<file path="src/rdc_pkg.sv">
// ----------------------------------------------------------------------------
// rdc_pkg
// shared constants, command/status types and the digit encoder of the
// radix digit converter
// ----------------------------------------------------------------------------
package rdc_pkg;

	localparam int STACK_DEPTH_DEF = 32;

	localparam int VALUE_W     = 31;
	localparam int RADIX_W     = 5;
	localparam int CHAR_W      = 7;
	localparam int DIGIT_W     = 4;
	localparam int IN_TDATA_W  = 32;
	localparam int OUT_TDATA_W = 8;

	localparam int DIV_W     = 32;
	localparam int DIV_STEPS = 8;
	localparam int DIV_CYC   = DIV_W / DIV_STEPS;
	localparam int CNT_W     = $clog2(DIV_CYC);

	localparam logic [RADIX_W-1:0] RADIX_RST = 5'd10;
	localparam logic [RADIX_W-1:0] RADIX_MIN = 5'd2;
	localparam logic [RADIX_W-1:0] RADIX_MAX = 5'd16;

	localparam logic [CHAR_W-1:0]  ASCII_ZERO      = 7'd48;
	localparam logic [CHAR_W-1:0]  ASCII_ALPHA_OFS = 7'd55;
	localparam logic [DIGIT_W-1:0] DEC_LIMIT       = 4'd10;

	typedef struct packed {
		logic load;
		logic div_step;
		logic push;
		logic rd;
		logic emit;
	} rdc_cmd_t;

	typedef struct packed {
		logic step_last;
		logic quo_zero;
		logic level_zero;
		logic out_free;
	} rdc_status_t;

	function automatic logic [CHAR_W-1:0] digit_to_ascii(input logic [DIGIT_W-1:0] d);
		logic [CHAR_W-1:0] ext;
		ext = CHAR_W'(d);
		return (d < DEC_LIMIT) ? (ASCII_ZERO + ext) : (ASCII_ALPHA_OFS + ext);
	endfunction

endpackage

</file>
<file path="src/rdc_ram.sv">
// ----------------------------------------------------------------------------
// rdc_ram
// generic single-write, single-read ram with registered read data
// ----------------------------------------------------------------------------
module rdc_ram #(
	parameter int WIDTH = 4,
	parameter int DEPTH = 32
) (
	input  logic                     clk,
	input  logic                     we,
	input  logic [$clog2(DEPTH)-1:0] waddr,
	input  logic [WIDTH-1:0]         wdata,
	input  logic                     re,
	input  logic [$clog2(DEPTH)-1:0] raddr,
	output logic [WIDTH-1:0]         rdata
);

	logic [WIDTH-1:0] mem_q [DEPTH];
	logic [WIDTH-1:0] rdata_q;

	always_ff @(posedge clk) begin
		if (we) begin
			mem_q[waddr] <= wdata;
		end
		if (re) begin
			rdata_q <= mem_q[raddr];
		end
	end

	assign rdata = rdata_q;

endmodule

</file>
<file path="src/rdc_ctrl.sv">
// ----------------------------------------------------------------------------
// rdc_ctrl
// sequencer of the converter: load, divide loop, then pop and emit loop
// ----------------------------------------------------------------------------
module rdc_ctrl (
	input  logic                clk,
	input  logic                arst_n,
	input  logic                in_valid,
	output logic                in_ready,
	input  rdc_pkg::rdc_status_t st,
	output rdc_pkg::rdc_cmd_t   cmd
);

	import rdc_pkg::*;

	localparam logic [1:0] S_IDLE = 2'd0;
	localparam logic [1:0] S_DIV  = 2'd1;
	localparam logic [1:0] S_RD   = 2'd2;
	localparam logic [1:0] S_EMIT = 2'd3;

	logic [1:0] state_q;
	logic [1:0] state_d;

	always_comb begin
		state_d  = state_q;
		cmd      = '0;
		in_ready = 1'b0;
		unique case (state_q)
			S_IDLE: begin
				in_ready = 1'b1;
				if (in_valid) begin
					cmd.load = 1'b1;
					state_d  = S_DIV;
				end
			end
			S_DIV: begin
				cmd.div_step = 1'b1;
				if (st.step_last) begin
					cmd.push = 1'b1;
					if (st.quo_zero) begin
						state_d = S_RD;
					end
				end
			end
			S_RD: begin
				cmd.rd  = 1'b1;
				state_d = S_EMIT;
			end
			S_EMIT: begin
				if (st.out_free) begin
					cmd.emit = 1'b1;
					state_d  = st.level_zero ? S_IDLE : S_RD;
				end
			end
			default: begin
				state_d = S_IDLE;
			end
		endcase
	end

	always_ff @(posedge clk or negedge arst_n) begin
		if (!arst_n) begin
			state_q <= S_IDLE;
		end else begin
			state_q <= state_d;
		end
	end

endmodule

</file>
<file path="src/rdc_dp.sv">
// ----------------------------------------------------------------------------
// rdc_dp
// datapath: radix register, iterative divider, digit stack and output register
// ----------------------------------------------------------------------------
module rdc_dp #(
	parameter int STACK_DEPTH = rdc_pkg::STACK_DEPTH_DEF
) (
	input  logic                        clk,
	input  logic                        arst_n,
	input  rdc_pkg::rdc_cmd_t           cmd,
	output rdc_pkg::rdc_status_t        st,
	input  logic [rdc_pkg::VALUE_W-1:0] in_value,
	input  logic                        cfg_we,
	input  logic [rdc_pkg::RADIX_W-1:0] cfg_radix,
	output logic                        out_valid,
	input  logic                        out_ready,
	output logic [rdc_pkg::CHAR_W-1:0]  out_char,
	output logic                        out_last
);

	import rdc_pkg::*;

	localparam int AW    = $clog2(STACK_DEPTH);
	localparam int LVL_W = $clog2(STACK_DEPTH + 1);

	logic [RADIX_W-1:0] radix_q;
	logic [RADIX_W-1:0] base_q;
	logic [RADIX_W-1:0] base_c;
	logic [DIV_W-1:0]   val_q;
	logic [DIV_W-1:0]   val_c;
	logic [DIGIT_W-1:0] rem_q;
	logic [DIGIT_W-1:0] rem_c;
	logic [DIGIT_W:0]   trial;
	logic [CNT_W-1:0]   cnt_q;
	logic [LVL_W-1:0]   level_q;
	logic [LVL_W-1:0]   lvl_dec;
	logic               push_ok;
	logic [DIGIT_W-1:0] rd_digit;
	logic               out_valid_q;
	logic [CHAR_W-1:0]  out_char_q;
	logic               out_last_q;

	// radix clamped to 2..16
	always_comb begin
		priority if (radix_q < RADIX_MIN) begin
			base_c = RADIX_MIN;
		end else if (radix_q > RADIX_MAX) begin
			base_c = RADIX_MAX;
		end else begin
			base_c = radix_q;
		end
	end

	// restoring division, several quotient bits per cycle
	always_comb begin
		rem_c = rem_q;
		val_c = val_q;
		trial = '0;
		for (int i = 0; i < DIV_STEPS; i++) begin
			trial = {rem_c, val_c[DIV_W-1]};
			val_c = {val_c[DIV_W-2:0], 1'b0};
			if (trial >= base_q) begin
				rem_c    = DIGIT_W'(trial - base_q);
				val_c[0] = 1'b1;
			end else begin
				rem_c = trial[DIGIT_W-1:0];
			end
		end
	end

	assign push_ok = cmd.push && (level_q < LVL_W'(STACK_DEPTH));
	assign lvl_dec = level_q - LVL_W'(1);

	always_ff @(posedge clk or negedge arst_n) begin
		if (!arst_n) begin
			radix_q <= RADIX_RST;
			cnt_q   <= '0;
			level_q <= '0;
		end else begin
			if (cfg_we) begin
				radix_q <= cfg_radix;
			end
			if (cmd.load) begin
				cnt_q   <= '0;
				level_q <= '0;
			end else begin
				if (cmd.div_step) begin
					cnt_q <= cnt_q + CNT_W'(1);
				end
				if (push_ok) begin
					level_q <= level_q + LVL_W'(1);
				end else if (cmd.rd) begin
					level_q <= lvl_dec;
				end
			end
		end
	end

	always_ff @(posedge clk) begin
		if (cmd.load) begin
			val_q  <= DIV_W'(in_value);
			rem_q  <= '0;
			base_q <= base_c;
		end else if (cmd.div_step) begin
			val_q <= val_c;
			rem_q <= st.step_last ? '0 : rem_c;
		end
	end

	rdc_ram #(
		.WIDTH(DIGIT_W),
		.DEPTH(STACK_DEPTH)
	) u_stack (
		.clk   (clk),
		.we    (push_ok),
		.waddr (level_q[AW-1:0]),
		.wdata (rem_c),
		.re    (cmd.rd),
		.raddr (lvl_dec[AW-1:0]),
		.rdata (rd_digit)
	);

	// output register
	always_ff @(posedge clk or negedge arst_n) begin
		if (!arst_n) begin
			out_valid_q <= 1'b0;
		end else if (cmd.emit) begin
			out_valid_q <= 1'b1;
		end else if (out_ready) begin
			out_valid_q <= 1'b0;
		end
	end

	always_ff @(posedge clk) begin
		if (cmd.emit) begin
			out_char_q <= digit_to_ascii(rd_digit);
			out_last_q <= st.level_zero;
		end
	end

	assign st.step_last  = (cnt_q == CNT_W'(DIV_CYC - 1));
	assign st.quo_zero   = (val_c == '0);
	assign st.level_zero = (level_q == '0);
	assign st.out_free   = !out_valid_q || out_ready;

	assign out_valid = out_valid_q;
	assign out_char  = out_char_q;
	assign out_last  = out_last_q;

`ifndef NO_ASSERTIONS
	a_push_room: assert property (@(posedge clk) disable iff (!arst_n)
		cmd.push |-> level_q < LVL_W'(STACK_DEPTH))
		else $error("push onto full digit stack");

	a_pop_nonempty: assert property (@(posedge clk) disable iff (!arst_n)
		cmd.rd |-> level_q != '0)
		else $error("pop from empty digit stack");

	a_emit_free: assert property (@(posedge clk) disable iff (!arst_n)
		cmd.emit |-> (!out_valid_q || out_ready))
		else $error("output register overwritten");

	a_load_clears: assert property (@(posedge clk) disable iff (!arst_n)
		cmd.load |=> (level_q == '0 && cnt_q == '0))
		else $error("stack level or step count not cleared on load");
`endif

endmodule

</file>
<file path="src/radix_digit_converter_top.sv">
// ----------------------------------------------------------------------------
// radix_digit_converter_top
// converts a non-negative integer to ascii digits in a programmable radix
// ----------------------------------------------------------------------------
// One value is taken at a time; its digits leave most significant first,
// tlast on the least significant one, and zero gives a single '0'. Each digit
// is worked out in the divider (eight quotient bits a cycle over a 32-bit
// dividend) and pushed onto the digit stack ram, then popped from it through
// the registered read data and emitted. The next value is taken while the
// last digit still waits in the output register. The radix register (reset
// 10, values below 2 act as 2, above 16 as 16) is to be written only while
// the block is idle.
module radix_digit_converter_top #(
	parameter int STACK_DEPTH = rdc_pkg::STACK_DEPTH_DEF
) (
	input  logic                            clk,
	input  logic                            arst_n,
	input  logic                            s_axis_tvalid,
	output logic                            s_axis_tready,
	input  logic [rdc_pkg::IN_TDATA_W-1:0]  s_axis_tdata,  // value
	output logic                            m_axis_tvalid,
	input  logic                            m_axis_tready,
	output logic [rdc_pkg::OUT_TDATA_W-1:0] m_axis_tdata,  // digit_char
	output logic                            m_axis_tlast,
	input  logic                            cfg_valid,
	output logic                            cfg_ready,
	input  logic [rdc_pkg::RADIX_W-1:0]     cfg_data       // radix
);

	import rdc_pkg::*;

	rdc_cmd_t          cmd;
	rdc_status_t       st;
	logic [CHAR_W-1:0] out_char;

	assign cfg_ready = 1'b1;

	rdc_ctrl u_ctrl (
		.clk      (clk),
		.arst_n   (arst_n),
		.in_valid (s_axis_tvalid),
		.in_ready (s_axis_tready),
		.st       (st),
		.cmd      (cmd)
	);

	rdc_dp #(
		.STACK_DEPTH(STACK_DEPTH)
	) u_dp (
		.clk       (clk),
		.arst_n    (arst_n),
		.cmd       (cmd),
		.st        (st),
		.in_value  (s_axis_tdata[VALUE_W-1:0]),
		.cfg_we    (cfg_valid && cfg_ready),
		.cfg_radix (cfg_data),
		.out_valid (m_axis_tvalid),
		.out_ready (m_axis_tready),
		.out_char  (out_char),
		.out_last  (m_axis_tlast)
	);

	assign m_axis_tdata = OUT_TDATA_W'(out_char);

endmodule
</file>
<file path="config.mk">
export PLATFORM = sky130hd
export DESIGN_NAME = radix_digit_converter_top
export DESIGN_NICKNAME = d
export VERILOG_FILES = /design/src/rdc_pkg.sv /design/src/rdc_ram.sv /design/src/rdc_ctrl.sv /design/src/rdc_dp.sv /design/src/radix_digit_converter_top.sv
export SDC_FILE = /design/constraint.sdc
export NUM_CORES = 1
export LEC_CHECK = 0
export BUFFER_PORTS_ARGS = -buffer_cell sky130_fd_sc_hd__buf_2
export CORE_ASPECT_RATIO = 1.25
export CORE_UTILIZATION = 40
export CTS_CLUSTER_DIAMETER = 40
export DETAILED_ROUTE_END_ITERATION = 8
export PLACE_DENSITY_LB_ADDON = 0.08
export SYNTH_ARGS = -nofsm -noshare
export SYNTH_HDL_FRONTEND = slang
export SYNTH_SLANG_ARGS = --single-unit
</file>
<file path="constraint.sdc">
create_clock -name clk -period 15.8 [get_ports clk]
set_clock_uncertainty 0.15 [all_clocks]
set_input_delay 3.16 -clock clk [delete_from_list [all_inputs] [get_ports clk]]
set_output_delay 3.16 -clock clk [all_outputs]
set_load 0.02 [all_outputs]
</file>
==> impl_metrics.tcl <==
set metrics [dict create \
    outcome "completed" \
    h-tree-depth 4 \
    post_cts_resized 0 \
    cts_tree "built" \
    crit_fanout 20 \
    grt_pass1_wl_um 35120 \
    timing_hold_violations_final 0 \
    most_repeated_library_cell_on_the_critical_path "sky130_fd_sc_hd__ha_1" \
    cts.repair_timing.setup_buffer_count 0 \
    post_route_setup_tns_ns 0 \
    synthToLayoutAreaGrowth_pct 12.65 \
    port_buffers 50 \
    synth_async_sr_flop_share_pct 8.122 \
    dieArea_um2 25780 \
    floorplan.io_pins 54 \
    timing.final.crit_share_pct 86.24 \
    post_cts_hold_buffer_count 0 \
    antenna_violating_nets_left 0 \
    period_needed_ns 13.63 \
    die_w_um 143.8 \
    starting_density_pct 40.90 \
    grt_start_max_net_pins 42 \
    wl_um 22820 \
    critical_path_class "reg -> reg" \
    antenna_found_initial 0 \
    clock.fmax_mhz 73.39 \
    crit_arrival_ns 13.73 \
    place_hpwl_um 16420 \
    timing.critical_path.slowest_cell_delay_ns 0.83 \
    placement_rows 64 \
    netlist_instances 687 \
    synth_cell_type_count 60 \
    synthesis_warnings 0 \
    crit_path_top_delay_cell "sky130_fd_sc_hd__edfxtp_1" \
    die_h_um 179.3 \
    cts-root-to-sink-buffers 2 \
    synth_ff_type "sky130_fd_sc_hd__edfxtp_1" \
    setup_violation_total_in_the_final_timing_report 0 \
    antenna_cells_inserted 0 \
    slew_headroom_pct 26.53 \
    worst_setup_path_end_kind "flop" \
    post_route_cells_drive_above_1_share_pct 21.85 \
    layout.core_utilization_pct 46.08 \
    vias_in_the_first_global_route 6129 \
    critical_path.startpoint_type "flop" \
    post_synth.cell_area_avg_um2 14.64 \
    routed-via-count 5828 \
    tritoncts.num_buffers 17 \
    vias_per_cell 5.371 \
    drt_pass1_iterations 4 \
    post_syn_nets 784 \
    core_um2 24580 \
    layout.nets 839 \
    drtIter0Drc 282 \
    holdCritPathClass "reg -> reg" \
    clkSinkCount 197 \
    clk_pin_slew_worst_paths_ns 0.07 \
    clk_root_buffer_cell "sky130_fd_sc_hd__clkbuf_16" \
    place_congestion 0.8334 \
    drv.max_cap_violation_count 0 \
    setup_repair_after_global_routing_missed_its_margin "false" \
    post_synthesis_register_bit_count 197 \
    tightest_slew_ns 1.102 \
    worstPathRequired_ns 15.91 \
    clock_latency_ns 0.44 \
    seq_area_frac_synth_pct 57.56 \
    final_max_slew_viol_count 0 \
    groute.usage.overall_pct 19.02 \
    synth-edff-count 176 \
    mapped_cell_area_um2 10060 \
    route.detailed.drc 0 \
    post_drt_wl_per_cell_um 21.03 \
    globalRoute.totalOverflow 0 \
]
Yosys cell counts, types with 14 or more instances:
library cell               instances  area (um^2)
sky130_fd_sc_hd__ha_1             47        588.1
sky130_fd_sc_hd__nor2_1           59        221.5
sky130_fd_sc_hd__mux4_1           29        762.0
sky130_fd_sc_hd__a21oi_1          29        145.1
sky130_fd_sc_hd__edfxtp_1        176         5285
sky130_fd_sc_hd__mux2_2           51        574.3
sky130_fd_sc_hd__a21o_1           14        105.1
sky130_fd_sc_hd__xnor2_1          18        157.7
sky130_fd_sc_hd__dfrtp_1          14        350.3
sky130_fd_sc_hd__nand2_1          37        138.9
sky130_fd_sc_hd__inv_1            40        150.1
per-layer routing:
| layer | vias up | routed length [um] | GRT usage [%] |
|---|---|---|---|
| li1 | 2762 | - | - |
| met1 | 2957 | 9662 | 22.84 |
| met2 | 84 | 12000 | 33.41 |
| met3 | 25 | 409 | 2.591 |
| met4 | 0 | 746 | 9.309 |
| met5 | - | 0 | 0 |
cells by family (layout without fill, tap and decap cells):
| group | Yosys count | in the layout | synth area share [%] |
|---|---|---|---|
| xor gates and xnor gates | 22 | 22 | 1.916 |
| AOI/OAI and AO/OA | 97 | 97 | 6.097 |
| muxes | 102 | 102 | 16.86 |
| DFF | 197 | 197 | 57.56 |
| buffers and inverters | 62 | 130 | 2.899 |
| adders and majority gates | 55 | 55 | 7.441 |
| other | 2 | 2 | 0.07468 |
| and+or+nand+nor | 150 | 150 | 7.154 |
stage by stage:
step	area, um^2	std cells	hold slack, ns	setup WS (ns)
final	11330	1085	0.3348	2.174
after global routing	11330	1085	0.3774	0.9514
after CTS	11330	1085	0.3362	1.972
after detailed placement	10660	1053	0.3148	2.026
after global placement	10660	1053	0.3141	2.202
after floorplan	10060	687	0.2903	4.131
cells in the final DEF, fill, tap and decap left out, types with 3 or more instances in the layout:
cell type,count
sky130_fd_sc_hd__a21o_1,14
sky130_fd_sc_hd__a21oi_1,28
sky130_fd_sc_hd__a22o_1,4
sky130_fd_sc_hd__a31oi_1,6
sky130_fd_sc_hd__buf_2,50
sky130_fd_sc_hd__buf_4,8
sky130_fd_sc_hd__bufinv_16,5
sky130_fd_sc_hd__clkbuf_16,17
sky130_fd_sc_hd__dfrtp_1,13
sky130_fd_sc_hd__dfxtp_1,5
sky130_fd_sc_hd__edfxtp_1,176
sky130_fd_sc_hd__fa_1,8
sky130_fd_sc_hd__ha_1,47
sky130_fd_sc_hd__inv_1,40
sky130_fd_sc_hd__inv_6,4
sky130_fd_sc_hd__mux2_2,51
sky130_fd_sc_hd__mux2i_1,9
sky130_fd_sc_hd__mux4_1,29
sky130_fd_sc_hd__mux4_2,11
sky130_fd_sc_hd__nand2_1,37
sky130_fd_sc_hd__nand2b_1,11
sky130_fd_sc_hd__nand3_1,4
sky130_fd_sc_hd__nand3b_1,5
sky130_fd_sc_hd__nor2_1,59
sky130_fd_sc_hd__nor2b_1,5
sky130_fd_sc_hd__nor3_1,7
sky130_fd_sc_hd__nor4_1,5
sky130_fd_sc_hd__o211ai_1,4
sky130_fd_sc_hd__o21ai_0,11
sky130_fd_sc_hd__o21ai_1,9
sky130_fd_sc_hd__o22ai_1,3
sky130_fd_sc_hd__or3b_2,4
sky130_fd_sc_hd__xnor2_1,18
sky130_fd_sc_hd__xor2_1,4
state kept, by name (all words and copies together), names as in the netlist:
signal,cells
u_ctrl.state_q,2
u_dp.base_q,5
u_dp.cnt_q,2
u_dp.level_q,6
u_dp.out_char,7
u_dp.out_last,1
u_dp.out_valid,1
u_dp.radix_q,5
u_dp.rem_q,4
u_dp.u_stack.mem_q,128
u_dp.u_stack.rdata,4
u_dp.val_q,32
path summary, 6_finish.rpt:
path,start,end,slack [ns],cells after the start
worst min register to register,u_dp.rem_q[3],u_dp.rem_q[3],0.33,2
max in group asynchronous,arst_n,u_dp.radix_q[1],12.66,1
worst min-delay path,u_dp.rem_q[3],u_dp.rem_q[3],0.33,2
worst max register to register,u_dp.base_q[1],u_dp.u_stack.mem_q[19][0],2.17,44
worst max-delay path,u_dp.base_q[1],u_dp.u_stack.mem_q[19][0],2.17,44
min in group asynchronous,arst_n,u_dp.level_q[2],2.50,1
critical path: cells and delay by family, from the launching register on:
kind,cells,cell delay (ns)
buf+inv,6,1.61
compound gates,21,5.95
simple gates,3,0.17
flops,1,0.83
mux,6,2.13
fa+ha+maj,8,2.57
cell type report:
class                      instances  area (um^2)
clock buffer                      20        456.7
tap                              330        412.9
sequential                       197         5789
inverter                          40        150.1
fill                            2194        13260
clock inverter                    12        210.2
timing repair buffer              58        310.3
multi-input combinational        428         3999
Power is not shown: default switching activity piles up to over one toggle a cycle in this logic, so the estimate is an artifact.
